==> src/design/pdsch_pkg.sv <==
// ----------------------------------------------------------------------------
// pdsch_pkg
// Shared types and constants for the periodic dispatch scheduler: table size,
// command and cell operation codes, and the sorted-entry format.
// ----------------------------------------------------------------------------
package pdsch_pkg;

	localparam int CAPACITY = 64;
	localparam int POS_W    = (CAPACITY > 1) ? $clog2(CAPACITY) : 1;
	localparam int CNT_W    = $clog2(CAPACITY + 1);

	localparam int CMD_W    = 2;
	localparam int ID_W     = 31;
	localparam int PER_W    = 16;
	localparam int TIME_W   = 40;
	localparam int STAT_W   = 2;

	localparam logic [CMD_W-1:0] CMD_REG  = 2'd0;
	localparam logic [CMD_W-1:0] CMD_DISP = 2'd1;
	localparam logic [CMD_W-1:0] CMD_CLR  = 2'd2;

	localparam logic [STAT_W-1:0] ST_OK    = 2'd0;
	localparam logic [STAT_W-1:0] ST_EMPTY = 2'd1;
	localparam logic [STAT_W-1:0] ST_FULL  = 2'd2;

	localparam int OP_W = 2;
	localparam logic [OP_W-1:0] OP_HOLD = 2'd0;
	localparam logic [OP_W-1:0] OP_INS  = 2'd1;
	localparam logic [OP_W-1:0] OP_REP  = 2'd2;

	// ordering key: due time, then identifier, then registration slot
	typedef struct packed {
		logic [TIME_W-1:0] due;
		logic [ID_W-1:0]   id;
		logic [POS_W-1:0]  pos;
	} key_t;

	typedef struct packed {
		key_t             key;
		logic [PER_W-1:0] per;
	} entry_t;

	typedef struct packed {
		entry_t e;
		logic   lt;
	} nbr_t;

	typedef struct packed {
		logic [OP_W-1:0] op;
		entry_t          k;
	} ctl_t;

endpackage

==> src/design/pdsch_cell.sv <==
// ----------------------------------------------------------------------------
// pdsch_cell
// One slot of the sorted chain. Holds one entry, compares it with the
// broadcast entry and takes its own, its neighbor's or the broadcast entry.
// ----------------------------------------------------------------------------
module pdsch_cell (
	input  logic              clk,
	input  logic              first,
	input  logic              vld,
	input  pdsch_pkg::ctl_t   ctl,
	input  pdsch_pkg::nbr_t   prev,
	input  pdsch_pkg::nbr_t   next,
	output pdsch_pkg::nbr_t   own
);

	pdsch_pkg::entry_t e_q;
	pdsch_pkg::entry_t e_nxt;
	logic              own_lt;

	assign own_lt = vld && (e_q.key < ctl.k.key);
	assign own.e  = e_q;
	assign own.lt = own_lt;

	always_comb begin
		e_nxt = e_q;
		case (ctl.op)
			pdsch_pkg::OP_INS: begin
				if (own_lt)
					e_nxt = e_q;
				else if (first || prev.lt)
					e_nxt = ctl.k;
				else
					e_nxt = prev.e;
			end
			pdsch_pkg::OP_REP: begin
				if (next.lt)
					e_nxt = next.e;
				else if (first || own_lt)
					e_nxt = ctl.k;
				else
					e_nxt = e_q;
			end
			default: e_nxt = e_q;
		endcase
	end

	always_ff @(posedge clk) begin
		e_q <= e_nxt;
	end

endmodule

==> config.mk <==
export PLATFORM = sky130hd
export DESIGN_NAME = pdsch_cell
export DESIGN_NICKNAME = d
export VERILOG_FILES = /design/src/design/pdsch_pkg.sv /design/src/design/pdsch_cell.sv
export SDC_FILE = /design/constraint.sdc
export NUM_CORES = 1
export LEC_CHECK = 0
export ABC_AREA = 0
export BUFFER_PORTS_ARGS = -buffer_cell sky130_fd_sc_hd__buf_2
export CORE_AREA = 2 2 148 150
export CTS_BUF_LIST = sky130_fd_sc_hd__clkbuf_4 sky130_fd_sc_hd__clkbuf_8
export CTS_CLUSTER_SIZE = 40
export DETAILED_ROUTE_END_ITERATION = 12
export DIE_AREA = 0 0 150 152
export PLACE_DENSITY = 0.63
export SLEW_MARGIN = 30
export SYNTH_ARGS = -nofsm -noshare
export SYNTH_HDL_FRONTEND = slang
export SYNTH_SLANG_ARGS = --single-unit
==> constraint.sdc <==
create_clock -name clk -period 5.7 [get_ports clk]
set_input_delay 1.14 -clock clk [delete_from_list [all_inputs] [get_ports clk]]
set_output_delay 1.14 -clock clk [all_outputs]
set_load 0.1 [all_outputs]
==> results of run 1 <==
[Yosys cell counts (all sizes together), types with 3 or more instances]
cell type	number	share of area [%]
nand3	4	0.31
ha	76	15
a22oi	18	2.1
buf	11	0.79
a211oi	4	0.55
nor3	80	6.4
nand4	11	1.4
o21ai	15	1.2
edfxtp	93	44
clkbuf	28	1.7
a21o	7	0.83
a221o	76	12
nand2	57	3.4
a21oi	30	2.4
nor2b	3	0.33
nor2	13	0.81
inv	77	4.5
[area by class of cell]
class,instances,area share [%]
antenna,3,0.0858
timing repair buffer,385,22.5
tap,280,4.01
multi-input combinational,413,36.0
inverter,77,3.30
sequential,93,31.9
clock buffer,10,1.50
clock inverter,6,0.715
[through the flow]
stage,utilization [%],std cells
6_report,41.0,1267
5_1_grt,41.0,1266
4_1_cts,40.9,1264
3_5_place_dp,40.0,1248
3_3_place_gp,40.0,1248
2_1_floorplan,-,622
[logic make-up after synthesis]
family / synth area share [%]
mux: 0.177
fa+ha+maj: 14.9
flops: 43.9
simple gates: 13.6
buf+inv: 6.98
compound gates: 20.4
[worst min-delay path by stage]
stage	start	to	slack, ps
6_report	ctl[0]	own[1]	1030
3_5_place_dp	ctl[7]	own[8]	1410
3_3_place_gp	ctl[5]	own[6]	1410
4_1_cts	ctl[7]	own[8]	1000
2_1_floorplan	ctl[9]	own[10]	1320
5_1_grt	ctl[2]	own[3]	1020
[worst reg2reg max path, cell delays in order, from the launching register on]
cell and delay [ps]:
edfxtp_1 440, ha_1 330, a21oi_1 60, o21ai_0 270, a311oi_1 120, o311ai_1 500, a211oi_1 200, or3_1 450
nand3_4 260, buf_4 410
[placed cells by master, fill, tap and decap left out, types with 2 or more instances in the layout]
cell type	count
nor3_1	79
clkinv_1	2
clkbuf_8	9
nand3_1	3
nand2_1	57
inv_1	77
o21a_1	2
a22oi_1	18
o21ai_0	14
a21oi_1	30
nor2b_1	2
buf_2	379
edfxtp_1	93
a211oi_1	3
nand4_1	9
nor2_1	12
diode_2	3
buf_4	4
a221o_1	76
buf_12	2
a21o_1	7
ha_1	76
[routing by layer]
| metal | track usage (%) | part of all wire (%) | up-vias |
|---|---|---|---|
| li1 | - | - | 3118 |
| met1 | 21.1 | 40 | 2829 |
| met2 | 30.5 | 48 | 258 |
| met3 | 4.23 | 7.6 | 47 |
| met4 | 8.09 | 3.6 | 4 |
| met5 | 0 | 0.11 | - |
[power by group through the flow]
stage,logic (mW),registers [mW],clock network (mW)
after CTS,1.16,0.910,0.479
after global placement,1.15,0.922,0
after detailed placement,1.16,0.924,0
final,1.15,0.909,0.455
after floorplan,0.303,1.50,0
after global routing,1.23,0.919,0.498
==> results.json, run 1 <==
{
  "synth_edf_count": 93,
  "finalCritPeriodShare_pct": 82.7,
  "p_seq_share_pct": 36.1,
  "final_antenna_net_count": 0,
  "swShare_pct": 46.4,
  "num-fill-cells": 2176,
  "fmax_mhz": 212,
  "overflow": 0,
  "worstReg2RegEnd": "own[92]",
  "cts_sinks": 93,
  "syn_inst": 622,
  "clk_pin_slew_ps": 90,
  "period_needed_ps": 4710,
  "grt_pass1_vias": 6169,
  "worstSetupStartpoint": "ctl[22]",
  "antenna_found_initial": 5,
  "status": "finished, final reports clean",
  "design_area_um2": 8750,
  "cp-endpoint": "own[0]",
  "max_cap_viol_count": 0,
  "r2r_start": "own[27]",
  "max-vdd-ir-drop_mv": 0.124,
  "power_mw": 2.52,
  "wl_per_cell_um": 16.6,
  "vias_per_cell": 4.94,
  "rrSetupSlack_ps": 2330,
  "worst_slack_ps": 988,
  "maxSlewHeadroom_pct": 52.8,
  "hp-class": "in -> reg",
  "fin_setup_tns_ps": 0,
  "area_growth_pct": 37.5,
  "holdWs_ps": 1030,
  "ff_latch_area_um2": 2790,
  "yosysWarnings": 0,
  "cts-root-buf": "clkbuf_8",
  "synth_area_um2": 6360,
  "multi_input_area_um2": 3150,
  "rr_worst_depth": 9,
  "required_ps": 4560,
  "dp_hpwl_mm": 17.1,
  "async_flop_share_pct": 0,
  "post_cts_resize_count": 0,
  "cts_buffers": 9,
  "cp_top_family": "compound AO/OA/AOI/OAI gates",
  "path_cells": "buf_2 > inv_1 > ha_1 > a211oi_1 > o21bai_1 > a311oi_1 > o311ai_1 > a211oi_1 > o21a_1 > buf_2",
  "final_nets": 1341,
  "tightest_slew_ps": 707,
  "die_y_um": 152,
  "pre_cts_slack_ps": 1070,
  "arrival_ps": 3570,
  "grt_max_degree": 139,
  "drt_iter0_drc": 247,
  "grt_usage_pct": 17.8,
  "synth-seq-cells": 93,
  "min_delay_path_depth": 3,
  "cp.depth": 10,
  "critPathMaxFanout": 3,
  "place_congestion": 0.846,
  "largest_reg_flops": 93,
  "vias": 6256,
  "startpoint_type": "primary input",
  "intPower_mw": 1.35,
  "wl_mm": 21.0,
  "synth_flop_cell": "edfxtp_1",
  "crit_slowest_cell": "buf_2",
  "slowest_delay_ps": 460,
  "die_w_um": 150,
  "crit_buf_inv": 3,
  "setup_viol": 0,
  "p_leak_nw": 4.30,
  "syn_avg_cell_area_um2": 10.2,
  "cts_hold_buf": 0,
  "crit_type": "in -> out",
  "io_buffers": 379,
  "yosys.cell_types.count": 44,
  "dieArea_um2": 22800,
  "drive_above_1_share_pct": 41.9,
  "rsz0062_at_grt": "false",
  "cts_tree": "done",
  "ioPinCount": 380,
  "drc": 0,
  "hold_violations": 0,
  "p_sw_mw": 1.17,
  "place_area_um2": 8540,
  "grt_pass1_wl_mm": 31.7,
  "power.density_nw_per_um2": 288,
  "clock_latency_ps": 370,
  "coreArea_um2": 21400,
  "timing.final.max_slew_violations": 0,
  "combinationalPowerShare_pct": 45.8,
  "clk_path_buf_depth": 2,
  "postSynthNetCount": 984,
  "htreeDepth": 3,
  "synth_seq_area_share_pct": 43.9,
  "fin_worst_skew_ps": 15.8,
  "initial_utilization_pct": 29.8,
  "crit_path_end_kind": "output pin",
  "rows": 54,
  "p_clk_share_pct": 18.1,
  "drt_first_pass_iters": 5,
  "post-cts-setup-buffer-count": 0
}
Note: power is estimated with default switching activity, not from simulation.
==> inputs of run 2 (changes only) <==
- ABC_AREA: 0 -> 1
- CORE_AREA: 2 2 148 150 -> 2 2 149 151
- DIE_AREA: 0 0 150 152 -> 0 0 151 153
- PLACE_DENSITY: 0.63 -> 0.69
- clock period: 5.7 -> 3.9 ns (I/O delays scaled with it)
==> results.json, run 2 <==
{
  "drt_iter0_drc": 426,
  "wl_met1_mm": 10.5,
  "async_flop_share_pct": 0,
  "holdWs_ps": 765,
  "largest_reg_flops": 93,
  "final_nets": 1686,
  "startpoint_type": "primary input",
  "min_to": "own[16]",
  "synth_top_area_cell": "edfxtp_1",
  "place_area_um2": 9720,
  "fin_cells": 1611,
  "clock_latency_ps": 380,
  "fin_util_pct": 46.2,
  "post-cts-setup-buffer-count": 0,
  "cts_hold_buf": 0,
  "setup_viol": 0,
  "yosysWarnings": 0,
  "timing.final.max_slew_violations": 0,
  "syn_avg_cell_area_um2": 7.69,
  "synthTopCellsByArea": "edfxtp_1, nand2_1, ha_1",
  "final_cell_mix": "buf_2, nand2_1, a21oi_1",
  "synth_area_um2": 7580,
  "p_leak_nw": 5.05,
  "cp_top_family": "buffers and inverters",
  "slowest_delay_ps": 310,
  "cts-root-buf": "clkbuf_8",
  "hp-class": "in -> reg",
  "design_area_um2": 9920,
  "final_antenna_net_count": 0,
  "finalCritPeriodShare_pct": 86.1,
  "cts_sinks": 93,
  "vias": 8219,
  "power.density_nw_per_um2": 347,
  "yosys-top-cells-count": "nand2_1, a21oi_1, inv_1",
  "synth_seq_area_share_pct": 36.8,
  "grt_usage_pct": 21.4,
  "synth.most_common_cell": "nand2_1",
  "period_needed_ps": 3360,
  "dr.max_layer_used": "met5",
  "grt_pass1_wl_mm": 38.9,
  "ioPinCount": 380,
  "io_buffers": 379,
  "area_growth_pct": 30.8,
  "path_cells": "buf_2 > inv_1 > ha_1 > nand2_2 > inv_1 > nand3_1 > nand3_1 > a21oi_1 > nand2_1 > a21oi_1 > nand3_2 > inv_1 > buf_12",
  "drc": 0,
  "cts_buffers": 9,
  "clk_pin_slew_ps": 100,
  "wl_mm": 25.8,
  "maxSlewHeadroom_pct": 55.4,
  "min-delay-start": "ctl[15]",
  "overflow": 0,
  "syn_inst": 986,
  "status": "finished, final reports clean",
  "antenna_found_initial": 4,
  "grt_max_degree": 141,
  "clk_path_buf_depth": 2,
  "fin_worst_skew_ps": 15.7,
  "vias_per_cell": 5.10,
  "required_ps": 3120,
  "timing.critical_path.mode_cell": "inv_1",
  "cts_tree": "done",
  "min_delay_path_depth": 3,
  "layout_commonest_cell": "buf_2",
  "dieArea_um2": 23100,
  "worstReg2RegEnd": "own[75]",
  "hold_violations": 0,
  "max-vdd-ir-drop_mv": 0.143,
  "wl_per_cell_um": 16.0,
  "arrival_ps": 2580,
  "critPathMaxFanout": 3,
  "synth-seq-cells": 93,
  "die_y_um": 153,
  "initial_utilization_pct": 35.3,
  "yosys.cell_types.count": 22,
  "crit_type": "in -> out",
  "rr_worst_depth": 11,
  "rsz0062_at_grt": "false",
  "htreeDepth": 3,
  "place_congestion": 0.893,
  "fin_setup_tns_ps": 0,
  "dp_hpwl_mm": 19.5,
  "dpl.cell_count": 1593,
  "coreArea_um2": 21500,
  "rows": 54,
  "grt_pass1_vias": 7706,
  "crit_buf_inv": 5,
  "synth_edf_count": 93,
  "postSynthNetCount": 1348,
  "drive_above_1_share_pct": 31.7,
  "synth_flop_cell": "edfxtp_1",
  "max_cap_viol_count": 0,
  "r2r_start": "own[77]",
  "crit_path_end_kind": "output pin",
  "synth_top_area_share_pct": 36.8,
  "die_w_um": 151,
  "drt_first_pass_iters": 6,
  "met2_length_mm": 12.3,
  "crit_slowest_cell": "ha_1",
  "fmax_mhz": 298,
  "post_cts_resize_count": 0,
  "tightest_slew_ps": 668,
  "wl_met3_mm": 2.11,
  "rrSetupSlack_ps": 1070
}
==> run 2: cell types whose count changed after synthesis, sizes merged, moves of 4 or more <==
cell    delta
o21ai      -9
inv       +31
a211oi     -4
a32oi     +93
buf       +32
nor2      +17
clkbuf     -9
nand2    +320
a221o     -76
nand3      +5
nor3      -78
a22oi     -18
nand4      -6
a21oi     +90
==> run 2: worst max-delay path by stage <==
stage,startpoint,end,cells past startpoint
after floorplan,own[93],own[10],12
after global placement,ctl[76],own[59],13
after detailed placement,ctl[76],own[78],13
after CTS,ctl[76],own[0],11
after global routing,ctl[88],own[0],13
final,ctl[92],own[0],13
==> run 2: final cells by class <==
cell class	instances	area, um2
Fill cell	2169	11600
Multi-Input combinational cell	723	4110
Sequential cell	93	2790
Timing Repair Buffer	389	2050
Inverter	108	408
Tap cell	280	350
Clock buffer	10	131
Clock inverter	6	63.8
Antenna cell	2	5.00
==> run 2: per-stage QoR <==
step | setup WS (ps) | power, mW
after floorplan | 278 | 2.39
after global placement | 492 | 2.78
after detailed placement | 457 | 2.80
after CTS | 473 | 3.48
after global routing | 343 | 3.63
final | 541 | 3.44
==> run 2: cell families after synthesis <==
kind of cell             Yosys count  synth area share, %
flip-flops                        93                 36.8
buffers and inverters            170                 9.21
AND/OR/NAND/NOR                  423                 21.9
AO/OA/AOI/OAI                    224                 19.6
adder cells (fa/ha/maj)           76                 12.5
==> run 2: per-layer routing <==
| metal | global-route usage, % | vias to the layer above |
|---|---|---|
| met5 | 0 | - |
| met4 | 8.63 | 4 |
| met3 | 4.42 | 51 |
| met2 | 37.2 | 391 |
| li1 | - | 4084 |
| met1 | 25.7 | 3689 |
==> run 2: power by group <==
part,total (mW),internal (mW),switching [mW]
clock,0.666,0.303,0.363
combinational,1.50,0.377,1.13
sequential,1.27,1.23,0.0470
total,3.44,1.91,1.54
==> run 2: worst reg2reg max path: cells and delay by family (launching register included) <==
family                     cells  cell delay [ps]
adders and majority gates      1              310
AOI/OAI and AO/OA              3              590
and+or+nand+nor                6              900
DFF                            1              410
buffers and inverters          1              270
==> inputs of run 3 (changes only) <==
- CAP_MARGIN: unset -> 10
- PLACE_DENSITY: 0.69 -> 0.66
==> results.json, run 3 (synthesis results as in run 2) <==
{
  "critPathMaxFanout": 3,
  "die_y_um": 153,
  "post-cts-setup-buffer-count": 0,
  "setup_viol": 0,
  "status": "finished, final reports clean",
  "cts_buffers": 9,
  "hold_violations": 0,
  "max-vdd-ir-drop_mv": 0.147,
  "clk_path_buf_depth": 2,
  "power.density_nw_per_um2": 344,
  "drive_above_1_share_pct": 31.7,
  "num-fill-cells": 2211,
  "holdWs_ps": 773,
  "io_buffers": 379,
  "multi_input_area_um2": 4110,
  "max_cap_viol_count": 0,
  "overflow": 0,
  "startpoint_type": "primary input",
  "arrival_ps": 2510,
  "grt_pass1_vias": 7779,
  "period_needed_ps": 3290,
  "vias": 8172,
  "htreeDepth": 3,
  "post_cts_resize_count": 0,
  "dp_hpwl_mm": 19.4,
  "fin_worst_skew_ps": 17.9,
  "finalCritPeriodShare_pct": 84.5,
  "clk_pin_slew_ps": 110,
  "coreArea_um2": 21500,
  "maxSlewHeadroom_pct": 43.1,
  "grt_usage_pct": 21.4,
  "final_nets": 1686,
  "tightest_slew_ps": 853,
  "cts_sinks": 93,
  "min-delay-start": "ctl[56]",
  "timing.final.max_slew_violations": 0,
  "dr.max_layer_used": "met4",
  "ioPinCount": 380,
  "fmax_mhz": 304,
  "antenna_found_initial": 0,
  "r2r_start": "own[75]",
  "crit_path_end_kind": "output pin",
  "wl_met3_mm": 1.87,
  "drc": 0,
  "ff_latch_area_um2": 2790,
  "dieArea_um2": 23100,
  "area_growth_pct": 30.1,
  "drt_iter0_drc": 420,
  "place_congestion": 0.809,
  "hp-class": "in -> reg",
  "grt_max_degree": 102,
  "layout_commonest_cell": "buf_2",
  "power_mw": 3.39,
  "pre_cts_slack_ps": 483,
  "cts_hold_buf": 0,
  "vias_per_cell": 5.08,
  "met2_length_mm": 12.7,
  "drt_first_pass_iters": 5,
  "worstSetupStartpoint": "ctl[92]",
  "initial_utilization_pct": 35.3,
  "cts-root-buf": "clkbuf_8",
  "final_antenna_net_count": 0,
  "wl_per_cell_um": 15.9,
  "cts_tree": "done",
  "largest_reg_flops": 93,
  "grt_pass1_wl_mm": 39.2,
  "crit_type": "in -> out",
  "wl_mm": 25.5,
  "required_ps": 3120,
  "clock_latency_ps": 380,
  "wl_met1_mm": 10.5,
  "fin_setup_tns_ps": 0,
  "rsz0062_at_grt": "false",
  "final_cell_mix": "buf_2, nand2_1, a21oi_1",
  "worst_slack_ps": 606,
  "die_w_um": 151,
  "p_leak_nw": 5.03,
  "rows": 54
}
[run 3: changes by cell type in the layout (fill, tap and decap cells not counted), sizes merged]
| cell | delta |
|---|---|
| inv | +2 |
| bufinv | -1 |
| diode | -1 |
| clkbuf | -1 |
| clkinvlp | +1 |
| clkinv | -1 |
[run 3: final timing paths]
kind | end | slack [ps] | depth (start not counted)
setup / recovery | own[0] | 610 | 13
hold / removal | own[57] | 770 | 3
setup reg to reg | own[65] | 1230 | 11
hold reg to reg | own[30] | 1530 | 11
[run 3: layout make-up]
| class | count | area share (%) |
|---|---|---|
| multi-input cells | 723 | 41.7 |
| flip-flops and latches | 93 | 28.3 |
| repair buffers | 389 | 20.5 |
| inverters | 108 | 4.13 |
| well taps | 280 | 3.55 |
| clock buffers | 9 | 1.26 |
| clock inverters | 7 | 0.507 |
| diodes | 1 | 0.0254 |
[run 3: where the power goes]
group	total (mW)	switching, mW	internal (mW)
Clock	0.621	0.386	0.235
Combinational	1.50	1.12	0.373
Sequential	1.27	0.0453	1.23
Total	3.39	1.56	1.84
[run 3: metal layers]
layer	vias up	GRT usage (%)
met4	0	6.63
met5	-	0
met3	31	4.30
met2	315	37.8
li1	4083	-
met1	3743	26.0
[run 3: worst max-delay path, stage by stage]
cell	delay [ps]
buf_2	100
inv_1	50
ha_1	310
nand2_1	80
nand2_1	40
nor2_1	110
nand3_1	100
a21oi_1	120
nand2_1	60
a21oi_1	280
nand3_2	150
inv_1	130
buf_12	180
[run 3: metrics by stage]
stage          cells  instance area, um2  util, %
6_report        1610                9870     45.9
5_1_grt         1609                9860     45.9
4_1_cts         1609                9860     45.9
3_5_place_dp    1593                9690     45.1
3_3_place_gp    1593                9690     45.1
2_1_floorplan    986                7590        -
